<file path="config.mk">
export PLATFORM = sky130hd
export DESIGN_NAME = lowest_free_room_allocator
export DESIGN_NICKNAME = d
export VERILOG_FILES = /design/src/sv/lfra_pkg.sv /design/src/sv/lowest_free_room_allocator.sv /design/src/sv/lfra_time_mem.sv /design/src/sv/lfra_ctrl.sv /design/src/sv/lfra_out_reg.sv
export SDC_FILE = /design/constraint.sdc
export NUM_CORES = 2
export LEC_CHECK = 0
export BUFFER_PORTS_ARGS = -buffer_cell sky130_fd_sc_hd__buf_2
export CORE_AREA = 2 2 515 517
export CTS_CLUSTER_SIZE = 12
export DETAILED_ROUTE_END_ITERATION = 16
export DIE_AREA = 0 0 517 519
export PLACE_DENSITY_LB_ADDON = 0.05
export SLEW_MARGIN = 40
export SYNTH_ARGS = -nofsm -noshare
export SYNTH_HDL_FRONTEND = slang
export SYNTH_SLANG_ARGS = --single-unit
</file>
<file path="constraint.sdc">
create_clock -name clk_i -period 3.7 [get_ports clk_i]
set_input_delay 0.185 -clock clk_i [delete_from_list [all_inputs] [get_ports clk_i]]
set_output_delay 0.185 -clock clk_i [all_outputs]
set_load 0.005 [all_outputs]
</file>
<file path="src/sv/lfra_pkg.sv">
// package: sizes, state encoding and shared types of the lowest free room allocator
`timescale 1ns / 1ps

package lfra_pkg;

  localparam int unsigned ROOMS     = 64;
  localparam int unsigned TIME_BITS = 32;
  localparam int unsigned ROOM_W    = 7;
  localparam int unsigned IDX_W     = (ROOMS > 1) ? $clog2(ROOMS) : 1;
  localparam int unsigned CNT_W     = $clog2(ROOMS + 1);

  typedef enum logic [1:0] {
    ST_IDLE,
    ST_SCAN,
    ST_DONE
  } lfra_state_e;

  typedef struct packed {
    logic                 rd_en;
    logic [IDX_W-1:0]     rd_addr;
    logic                 wr_en;
    logic [IDX_W-1:0]     wr_addr;
    logic [TIME_BITS-1:0] wr_data;
  } mem_req_t;

  typedef struct packed {
    logic [ROOM_W-1:0] room_number;
    logic              all_busy;
    logic [ROOM_W-1:0] max_room_used;
  } result_t;

  function automatic logic [ROOM_W-1:0] fit_room(input logic [CNT_W-1:0] val);
    logic [CNT_W+ROOM_W-1:0] wide;
    wide = {{ROOM_W{1'b0}}, val};
    return wide[ROOM_W-1:0];
  endfunction

endpackage

</file>
<file path="src/sv/lowest_free_room_allocator.sv">
// top level of the lowest free room allocator
// Booking requests (arrival_time_i, departure_time_i) enter on the input channel,
// in nondecreasing arrival order; each yields one result transaction with the
// assigned 1-based room, an all-busy flag and the highest room used so far.
// Rooms in use always form a prefix, so only rooms 1..max_room_used are scanned.
// The scan reads one stored release time per cycle from the release time memory
// (one registered read port); one request is worked on at a time and in_stall_o is
// high from acceptance until the result is written to the output register, so the
// next request can be taken in the cycle after that write.
// The output register holds one result; a new request is taken while it waits.
// If out_stall_i holds the register full, the finished result waits inside and
// neither memory nor room count is updated until it can be passed on.
// Reset clears the room count and all control state; no clearing pass is needed,
// since memory entries are only read after they have been written.
`timescale 1ns / 1ps

module lowest_free_room_allocator (
  input  logic                           clk_i,
  input  logic                           rst_ni,
  input  logic                           in_valid_i,
  output logic                           in_stall_o,
  input  logic [lfra_pkg::TIME_BITS-1:0] arrival_time_i,
  input  logic [lfra_pkg::TIME_BITS-1:0] departure_time_i,
  output logic                           out_valid_o,
  input  logic                           out_stall_i,
  output logic [lfra_pkg::ROOM_W-1:0]    room_number_o,
  output logic                           all_busy_o,
  output logic [lfra_pkg::ROOM_W-1:0]    max_room_used_o
);

  lfra_pkg::mem_req_t             mem_req;
  logic [lfra_pkg::TIME_BITS-1:0] rd_data;
  logic                           push;
  logic                           push_rdy;
  lfra_pkg::result_t              result;

  lfra_time_mem u_mem (
    .clk_i     (clk_i),
    .req_i     (mem_req),
    .rd_data_o (rd_data)
  );

  lfra_ctrl u_ctrl (
    .clk_i            (clk_i),
    .rst_ni           (rst_ni),
    .in_valid_i       (in_valid_i),
    .in_stall_o       (in_stall_o),
    .arrival_time_i   (arrival_time_i),
    .departure_time_i (departure_time_i),
    .mem_req_o        (mem_req),
    .rd_data_i        (rd_data),
    .push_o           (push),
    .result_o         (result),
    .push_rdy_i       (push_rdy)
  );

  lfra_out_reg u_out (
    .clk_i           (clk_i),
    .rst_ni          (rst_ni),
    .push_i          (push),
    .result_i        (result),
    .push_rdy_o      (push_rdy),
    .out_valid_o     (out_valid_o),
    .out_stall_i     (out_stall_i),
    .room_number_o   (room_number_o),
    .all_busy_o      (all_busy_o),
    .max_room_used_o (max_room_used_o)
  );

endmodule

</file>
<file path="src/sv/lfra_time_mem.sv">
// release time memory: one write port, one registered read port
`timescale 1ns / 1ps

module lfra_time_mem (
  input  logic                           clk_i,
  input  lfra_pkg::mem_req_t             req_i,
  output logic [lfra_pkg::TIME_BITS-1:0] rd_data_o
);

  logic [lfra_pkg::TIME_BITS-1:0] mem_q [lfra_pkg::ROOMS];
  logic [lfra_pkg::TIME_BITS-1:0] rd_data_q;

  always_ff @(posedge clk_i) begin
    if (req_i.wr_en) begin
      mem_q[req_i.wr_addr] <= req_i.wr_data;
    end
  end

  always_ff @(posedge clk_i) begin
    if (req_i.rd_en) begin
      rd_data_q <= mem_q[req_i.rd_addr];
    end
  end

  assign rd_data_o = rd_data_q;

endmodule

</file>
<file path="src/sv/lfra_ctrl.sv">
// scan sequencer: walks the used rooms, picks the lowest free one and writes it back
`timescale 1ns / 1ps

module lfra_ctrl (
  input  logic                           clk_i,
  input  logic                           rst_ni,
  input  logic                           in_valid_i,
  output logic                           in_stall_o,
  input  logic [lfra_pkg::TIME_BITS-1:0] arrival_time_i,
  input  logic [lfra_pkg::TIME_BITS-1:0] departure_time_i,
  output lfra_pkg::mem_req_t             mem_req_o,
  input  logic [lfra_pkg::TIME_BITS-1:0] rd_data_i,
  output logic                           push_o,
  output lfra_pkg::result_t              result_o,
  input  logic                           push_rdy_i
);

  lfra_pkg::lfra_state_e state_q, state_d;

  logic [lfra_pkg::TIME_BITS-1:0] arr_q, arr_d;
  logic [lfra_pkg::TIME_BITS-1:0] dep_q, dep_d;
  logic [lfra_pkg::CNT_W-1:0]     adr_q, adr_d;
  logic [lfra_pkg::CNT_W-1:0]     hi_q, hi_d;
  logic [lfra_pkg::CNT_W-1:0]     slot_q, slot_d;
  logic                           rd_vld_q, rd_vld_d;
  logic                           busy_q, busy_d;

  logic                       accept;
  logic                       hit;
  logic                       scan_end;
  logic                       issue;
  logic                       commit;
  logic [lfra_pkg::CNT_W-1:0] slot_inc;
  logic [lfra_pkg::CNT_W-1:0] hi_nxt;

  assign accept   = in_valid_i && !in_stall_o;
  assign hit      = rd_vld_q && (rd_data_i < arr_q);
  assign scan_end = !hit && (adr_q == hi_q);
  assign issue    = (state_q == lfra_pkg::ST_SCAN) && !hit && !scan_end;
  assign commit   = (state_q == lfra_pkg::ST_DONE) && push_rdy_i;
  assign slot_inc = slot_q + lfra_pkg::CNT_W'(1);
  assign hi_nxt   = (!busy_q && (slot_inc > hi_q)) ? slot_inc : hi_q;

  // next state
  always_comb begin
    state_d = state_q;
    unique case (state_q)
      lfra_pkg::ST_IDLE: begin
        if (accept) state_d = lfra_pkg::ST_SCAN;
      end
      lfra_pkg::ST_SCAN: begin
        if (hit || scan_end) state_d = lfra_pkg::ST_DONE;
      end
      lfra_pkg::ST_DONE: begin
        if (push_rdy_i) state_d = lfra_pkg::ST_IDLE;
      end
      default: state_d = lfra_pkg::ST_IDLE;
    endcase
  end

  // outputs
  always_comb begin
    in_stall_o        = (state_q != lfra_pkg::ST_IDLE);
    mem_req_o.rd_en   = issue;
    mem_req_o.rd_addr = adr_q[lfra_pkg::IDX_W-1:0];
    mem_req_o.wr_en   = commit && !busy_q;
    mem_req_o.wr_addr = slot_q[lfra_pkg::IDX_W-1:0];
    mem_req_o.wr_data = dep_q;
    push_o            = commit;
    result_o.room_number   = busy_q ? '0 : lfra_pkg::fit_room(slot_inc);
    result_o.all_busy      = busy_q;
    result_o.max_room_used = lfra_pkg::fit_room(hi_nxt);
  end

  // datapath
  always_comb begin
    arr_d    = accept ? arrival_time_i : arr_q;
    dep_d    = accept ? departure_time_i : dep_q;
    adr_d    = adr_q;
    rd_vld_d = issue;
    slot_d   = slot_q;
    busy_d   = busy_q;
    hi_d     = commit ? hi_nxt : hi_q;
    if (accept) begin
      adr_d = '0;
    end else if (issue) begin
      adr_d = adr_q + lfra_pkg::CNT_W'(1);
    end
    if (state_q == lfra_pkg::ST_SCAN) begin
      priority if (hit) begin
        slot_d = adr_q - lfra_pkg::CNT_W'(1);
        busy_d = 1'b0;
      end else if (scan_end) begin
        slot_d = hi_q;
        busy_d = (hi_q == lfra_pkg::CNT_W'(lfra_pkg::ROOMS));
      end
    end
  end

  always_ff @(posedge clk_i or negedge rst_ni) begin
    if (!rst_ni) begin
      state_q  <= lfra_pkg::ST_IDLE;
      adr_q    <= '0;
      hi_q     <= '0;
      rd_vld_q <= 1'b0;
      busy_q   <= 1'b0;
      slot_q   <= '0;
    end else begin
      state_q  <= state_d;
      adr_q    <= adr_d;
      hi_q     <= hi_d;
      rd_vld_q <= rd_vld_d;
      busy_q   <= busy_d;
      slot_q   <= slot_d;
    end
  end

  always_ff @(posedge clk_i) begin
    arr_q <= arr_d;
    dep_q <= dep_d;
  end

`ifndef NO_ASSERTIONS
  a_hi_range: assert property (@(posedge clk_i) disable iff (!rst_ni)
    hi_q <= lfra_pkg::CNT_W'(lfra_pkg::ROOMS))
    else $error("room fill count beyond room total");

  a_busy_full: assert property (@(posedge clk_i) disable iff (!rst_ni)
    (state_q == lfra_pkg::ST_DONE && busy_q) |-> hi_q == lfra_pkg::CNT_W'(lfra_pkg::ROOMS))
    else $error("all busy flagged with a never used room left");

  a_slot_prefix: assert property (@(posedge clk_i) disable iff (!rst_ni)
    (state_q == lfra_pkg::ST_DONE && !busy_q) |-> slot_q <= hi_q)
    else $error("chosen room beyond the used prefix");

  a_adr_range: assert property (@(posedge clk_i) disable iff (!rst_ni)
    (state_q == lfra_pkg::ST_SCAN) |-> adr_q <= hi_q)
    else $error("scan address beyond the used prefix");

  a_hi_step: assert property (@(posedge clk_i) disable iff (!rst_ni)
    commit |=> (hi_q == $past(hi_q)) || (hi_q == $past(hi_q) + lfra_pkg::CNT_W'(1)))
    else $error("fill count moved by more than one room");
`endif

endmodule

</file>
<file path="src/sv/lfra_out_reg.sv">
// output register holding one result transaction
`timescale 1ns / 1ps

module lfra_out_reg (
  input  logic                        clk_i,
  input  logic                        rst_ni,
  input  logic                        push_i,
  input  lfra_pkg::result_t           result_i,
  output logic                        push_rdy_o,
  output logic                        out_valid_o,
  input  logic                        out_stall_i,
  output logic [lfra_pkg::ROOM_W-1:0] room_number_o,
  output logic                        all_busy_o,
  output logic [lfra_pkg::ROOM_W-1:0] max_room_used_o
);

  logic              valid_q, valid_d;
  lfra_pkg::result_t data_q, data_d;

  assign push_rdy_o = !valid_q || !out_stall_i;

  always_comb begin
    valid_d = valid_q;
    data_d  = data_q;
    if (push_i && push_rdy_o) begin
      valid_d = 1'b1;
      data_d  = result_i;
    end else if (valid_q && !out_stall_i) begin
      valid_d = 1'b0;
    end
  end

  always_ff @(posedge clk_i or negedge rst_ni) begin
    if (!rst_ni) begin
      valid_q <= 1'b0;
    end else begin
      valid_q <= valid_d;
    end
  end

  always_ff @(posedge clk_i) begin
    data_q <= data_d;
  end

  assign out_valid_o     = valid_q;
  assign room_number_o   = data_q.room_number;
  assign all_busy_o      = data_q.all_busy;
  assign max_room_used_o = data_q.max_room_used;

endmodule
</file>
Word-level counts from Yosys, hierarchy flattened

Memories as Yosys holds them, arrays and structs flattened. A register that Yosys moved wholly into a read port is not among the register bits.
Index checks and enable logic that the tools add are counted.

Bits in registers: 105
Bits in writable memories: 2048
Bits of input ports: 68
Output and inout bits: 17
Word-level logic and storage cells: 65
Memories kept: 1

Memories:

| memory      | depth | width | rd ports | clocked after memory_dff | write ports | RTL line            | text |
|---|---|---|---|---|---|---|---|
| u_mem.mem_q | 64    | 32    | 1        | 1                        | 1           | lfra_time_mem.sv:10 | `logic [lfra_pkg::TIME_BITS-1:0] mem_q [lfra_pkg::ROOMS];` |

Add/subtract/negate cells: 3
Magnitude comparators: 2
Equality and inequality tests: 7
Muxes and demuxes: 15
Reduce and logical (&&, ||, !) cells: 25

Operators by type and width:

| cell                                                | count |
|---|---|
| 2-to-1 mux 7 bit                                    | 5 |
| less-than comparator 32 bit                         | 1 |
| adder 7 x 1 -> 7 bit, second input constant         | 2 |
| logical AND 1 bit                                   | 10 |
| nonzero test 2 bit                                  | 4 |
| equality test 7 bit                                 | 1 |
| equality test 7 bit, second input constant          | 1 |
| > comparator 7 bit                                  | 1 |
| subtractor 7 x 1 -> 7 bit, second input constant    | 1 |
| zero test 1 bit                                     | 6 |
| 2-to-1 mux 1 bit                                    | 6 |
| 2-to-1 mux 2 bit                                    | 3 |
| != test 2 x 1 -> 1 bit, second input constant       | 3 |
| case mux 2 bit (3 select lines)                     | 1 |
| AND reduction 3 bit                                 | 1 |
| equality test 2 x 1 -> 1 bit, second input constant | 1 |
| equality test 2 bit, second input constant          | 1 |
| zero test 2 bit                                     | 1 |
| logical OR 1 bit                                    | 2 |
| AND reduction 2 bit                                 | 1 |

Longest topological paths before layout

Depth after elaboration: 8
Depth in mapped cells: 13
Mapped depth without buffers: 11

Hierarchy

Synthesis repeated with hierarchy kept, for this count alone.

Cell total of the unflattened synthesis: 3734
Area total of the unflattened synthesis: 83945.5 um2

Modules (own cells, without submodules):

| module        | instances | cells each | area an instance (um2) | sequential area each (um2) |
|---|---|---|---|---|
| lfra_time_mem | 1         | 3324       | 78835.6                | 62459.9 |
| lfra_ctrl     | 1         | 391        | 4611.9                 | 2547.4 |
| lfra_out_reg  | 1         | 19         | 498.0                  | 475.5 |

Worst setup path after synthesis

Ideal clock, no wire load.

Kind: register to register
Start: register u_ctrl.state_q[0]
End: memory u_mem.mem_q[55][0] (netlist name) (enable)
Setup time: 0.421 ns
Arrival: 2.867 ns
Data required time: 3.279 ns
Setup slack: 0.412 ns
Stages on the path, launching flop included: 7
Buffers on the path: 0
Clock period less this slack: 3.288 ns
Cells stage by stage: dfrtp_1 -> nand2b_1 -> nand2b_1 -> inv_2 -> and3_1 -> nand3_1 -> nor2_1

Longest elaborated chain between the ends: 5

RTL lines:

| what                                   | RTL line                         | text |
|---|---|---|
| start, declared                        | lfra_ctrl.sv:18                  | `lfra_pkg::lfra_state_e state_q, state_d;` |
| start signal, assigned                 | lfra_ctrl.sv:102                 | `state_q <= lfra_pkg::ST_IDLE;` |
| start signal, assigned                 | lfra_ctrl.sv:109                 | `state_q <= state_d;` |
| equality test 2 bit                    | lfra_ctrl.sv:40                  | `assign commit = (state_q == lfra_pkg::ST_DONE) && push_rdy_i;` |
| logical AND 1 bit                      | lfra_ctrl.sv:40                  |  |
| named net push                         | lowest_free_room_allocator.sv:33 | `logic push;` |
| logical AND 1 bit                      | lfra_ctrl.sv:66                  | `mem_req_o.wr_en = commit && !busy_q;` |
| 2-to-1 mux 1 bit                       | lfra_time_mem.sv:14              | `if (req_i.wr_en) begin` |
| 2-to-1 mux 1 bit (not written as such) | lfra_time_mem.sv:15              | `mem_q[req_i.wr_addr] <= req_i.wr_data;` |
| end, declared                          | lfra_time_mem.sv:10              |  |

The timed path passes the listed nets, and every way through them passes these cells.

==> impl_metrics.tcl <==
set metrics [dict create \
    detailed_place_hpwl_mm 150 \
    cts-htree-levels 4 \
    worst_pin_slew_ns 0.837 \
    nets 4127 \
    die-area_um2 268000 \
    yosysWarnings 0 \
    min_period_over_period 0.948 \
    fin_skew_ns 0.0323 \
    final_core_util 0.380 \
    crit_fanout 16 \
    crit_start "u_mem.rd_data_o[31]$_DFFE_PP_" \
    vias 39900 \
    syn_to_final_growth_pct 19.6 \
    maxUsedRoutingLayer "met4" \
    async_flop_share 0.0119 \
    start_kind "flip-flop" \
    dp_cells 7196 \
    ys.flop_type "edfxtp_1" \
    fillers 23700 \
    yosys_register_bits 2185 \
    grt_max_degree 91 \
    drc 0 \
    stdcell_area_um2 100000 \
    clk_pin_slew_ns 0.06 \
    post_cts_buffers 0 \
    synth-edff-count 2159 \
    grt_overflow_total 0 \
    setup_viol 0 \
    coreArea_um2 263000 \
    leakage_nw 31.2 \
    min_path_type "input port to flip-flop" \
    fin_hold_ws_ns 0.0798 \
    first_pass_iters 6 \
    die_h_um 519 \
    critPathSlowestCell "nor4_2" \
    grt_pass1_vias 41700 \
    placed_cell_area_um2 91300 \
    vdd_drop_max_v 0.000397 \
    clock_latency_ns 0.89 \
    maxCapViolations 0 \
    syn_area_per_cell_um2 24.0 \
    hold_viol 0 \
    drive_gt1_frac 0.337 \
    fin_total_pwr_mw 71.6 \
    cp.arrival_ns 4.07 \
    numCtsBuffers 236 \
    crit_buf_inv 3 \
    yosysSeqAreaShare 0.782 \
    wl_per_cell_um 34.4 \
    totalWireLength_mm 267 \
    met3_length_mm 11.1 \
    min-delay-start "arrival_time_i[23]" \
    clockBufferDepth 3 \
    finalNonFillerCells 7758 \
    avgViaCountPerCell 5.14 \
    required_ns 4.26 \
    critPathKind "flip-flop to flip-flop" \
    cts_tree "yes" \
    num_rows 189 \
    fmax_mhz 285 \
    slowest_delay_ns 0.58 \
    boundaryPins 85 \
    drv_slew 0 \
    slew-limit-headroom 0.442 \
    die_w_um 517 \
    power_density_nw_per_um2 716 \
    ant_nets 0 \
    cp_cell_sequence "ha_1, nand4_1, nor4_2, a21boi_1, buf_4, or2_2, nand2_1, inv_2, buf_12" \
    cp_top_family "simple AND/OR/NAND/NOR gates" \
    status "complete, no violations" \
    r2r_start "u_mem.rd_data_o[31]$_DFFE_PP_" \
    rsz0062_at_grt "no" \
    cp-end-kind "flip-flop" \
    synthCells 3487 \
    min_period_ns 3.51 \
    cts-root-buf "clkbuf_16" \
    clkSinkCount 2185 \
    first_iter_violations 3892 \
    synth_area_um2 83700 \
    gp_congestion 0.788 \
    netlist-cell-type-count 48 \
    wl_met1_mm 119 \
    portBuffers 84 \
    grt_usage 0.198 \
    antenna_found_initial 22 \
    synth_nets 3596 \
    grt_pass1_wl_mm 361 \
    met2_length_mm 131 \
    initial_core_util 0.318 \
]
report_power, final:
group,total (mW),switching [mW],internal (mW),leakage [nW]
clock network,23.0,9.83,13.2,3.67
registers,30.1,0.769,29.3,19.8
logic,18.5,10.2,8.34,7.75
cells in the final DEF (no fill, tap or decap), types with 14 or more instances in the layout:
cell / n
bufinv_16: 21
and3_1: 20
a31oi_1: 18
mux4_2: 647
nor2_1: 15
edfxtp_1: 2159
dfrtp_1: 21
nand3_1: 14
clkinv_1: 46
buf_2: 84
clkbuf_1: 67
nor2_4: 64
nand2_1: 104
clkinv_2: 50
buf_12: 86
dlygate4sd3_1: 112
inv_1: 47
o21ai_0: 14
ha_1: 41
clkbuf_16: 236
buf_4: 172
metal layers:
metal,vias to the layer above,track usage
li1,16000,-
met1,22400,0.281
met2,1111,0.326
met3,306,0.0246
met4,0,0.0467
met5,-,0
path summary, 6_finish.rpt:
check / end / slack [ns] / depth (start not counted)
min in group asynchronous: u_ctrl.hi_q[4]$_DFFE_PN0P_ / 0.32 / 4
max in group asynchronous: u_ctrl.adr_q[2]$_DFFE_PN0P_ / 3.16 / 4
worst max register to register: u_mem.rd_data_o[0]$_DFFE_PP_ / 0.19 / 9
worst min-delay path: u_ctrl.arr_q[23]$_DFFE_PP_ / 0.08 / 2
worst max-delay path: u_mem.rd_data_o[0]$_DFFE_PP_ / 0.19 / 9
worst min register to register: u_ctrl.slot_q[6]$_DFFE_PN0P_ / 0.57 / 1
cell usage after synthesis (2+ instances only):
cell	n	area (um2)
o22ai_1	4	25.0
buf_6	6	67.6
a221oi_1	2	17.5
a31oi_1	20	125
inv_2	2	7.51
nor2b_1	6	37.5
buf_1	24	90.1
buf_4	5	37.5
ha_1	41	513
o22a_1	6	52.6
a2bb2oi_1	7	61.3
and3_1	20	125
o21bai_1	2	15.0
nand3b_1	3	22.5
a211oi_1	2	15.0
and2_1	6	37.5
nor2_1	79	297
a21oi_1	12	60.1
xor2_1	7	61.3
inv_1	51	191
o21ai_0	14	70.1
dfrtp_1	26	651
mux2i_1	12	120
nor4_1	4	25.0
nor3_1	8	40.0
nand4_1	9	56.3
edfxtp_1	2159	64800
buf_2	54	270
xnor2_1	12	105
nand3_1	14	70.1
nand2_1	104	390
or3b_2	2	17.5
or2_2	2	12.5
o211ai_1	3	22.5
clkbuf_1	82	308
o221ai_1	3	26.3
nand2b_1	5	31.3
mux2_2	13	146
mux4_2	647	14600
cell type report:
class / count / area [um2] / share of cell area
Antenna cell: 9 / 22.5 / 0.000225
Clock buffer: 303 / 6160 / 0.0615
Clock inverter: 133 / 1360 / 0.0135
Inverter: 53 / 210 / 0.00210
Multi-Input combinational cell: 1078 / 17700 / 0.177
Sequential cell: 2185 / 65500 / 0.654
Tap cell: 3533 / 4420 / 0.0442
Timing Repair Buffer: 464 / 4690 / 0.0468
logic make-up after synthesis:
group | Yosys count | share of synthesized area
AO/OA/AOI/OAI | 83 | 0.00667
XOR/XNOR | 19 | 0.00199
adder cells (fa/ha/maj) | 41 | 0.00613
buffers and inverters | 224 | 0.0116
flip-flops | 2185 | 0.782
multiplexers | 672 | 0.177
AND/OR/NAND/NOR | 263 | 0.0140
sequential cells by signal, summed over array words and instances, names as in the netlist:
register and cells:
u_mem.mem_q 2048, u_mem.rd_data_o 32, u_ctrl.arr_q 32, u_ctrl.slot_q 7, u_out.all_busy_o 1, u_out.room_number_o 7
u_ctrl.rd_vld_q 1, u_ctrl.hi_q 7, u_ctrl.dep_q 32, u_out.out_valid_o 1, u_ctrl.busy_q 1, u_out.max_room_used_o 7
u_ctrl.state_q 2, u_ctrl.adr_q 7
stage by stage:
| step | setup WS [ns] | TNS, ns |
|---|---|---|
| after floorplan | 0.412 | 0 |
| after global placement | -0.262 | -8.13 |
| after detailed placement | -0.312 | -10.04 |
| after CTS | 0.0448 | 0 |
| after global routing | 0.110 | 0 |
| final | 0.194 | 0 |
timing repair:
item	CTS	global route
gates resized for setup	2	0
hold buffers	113	0
endpoints found under the hold margin	108	0
setup endpoints to repair	39	0
Note: power is estimated with default switching activity, not from simulation.
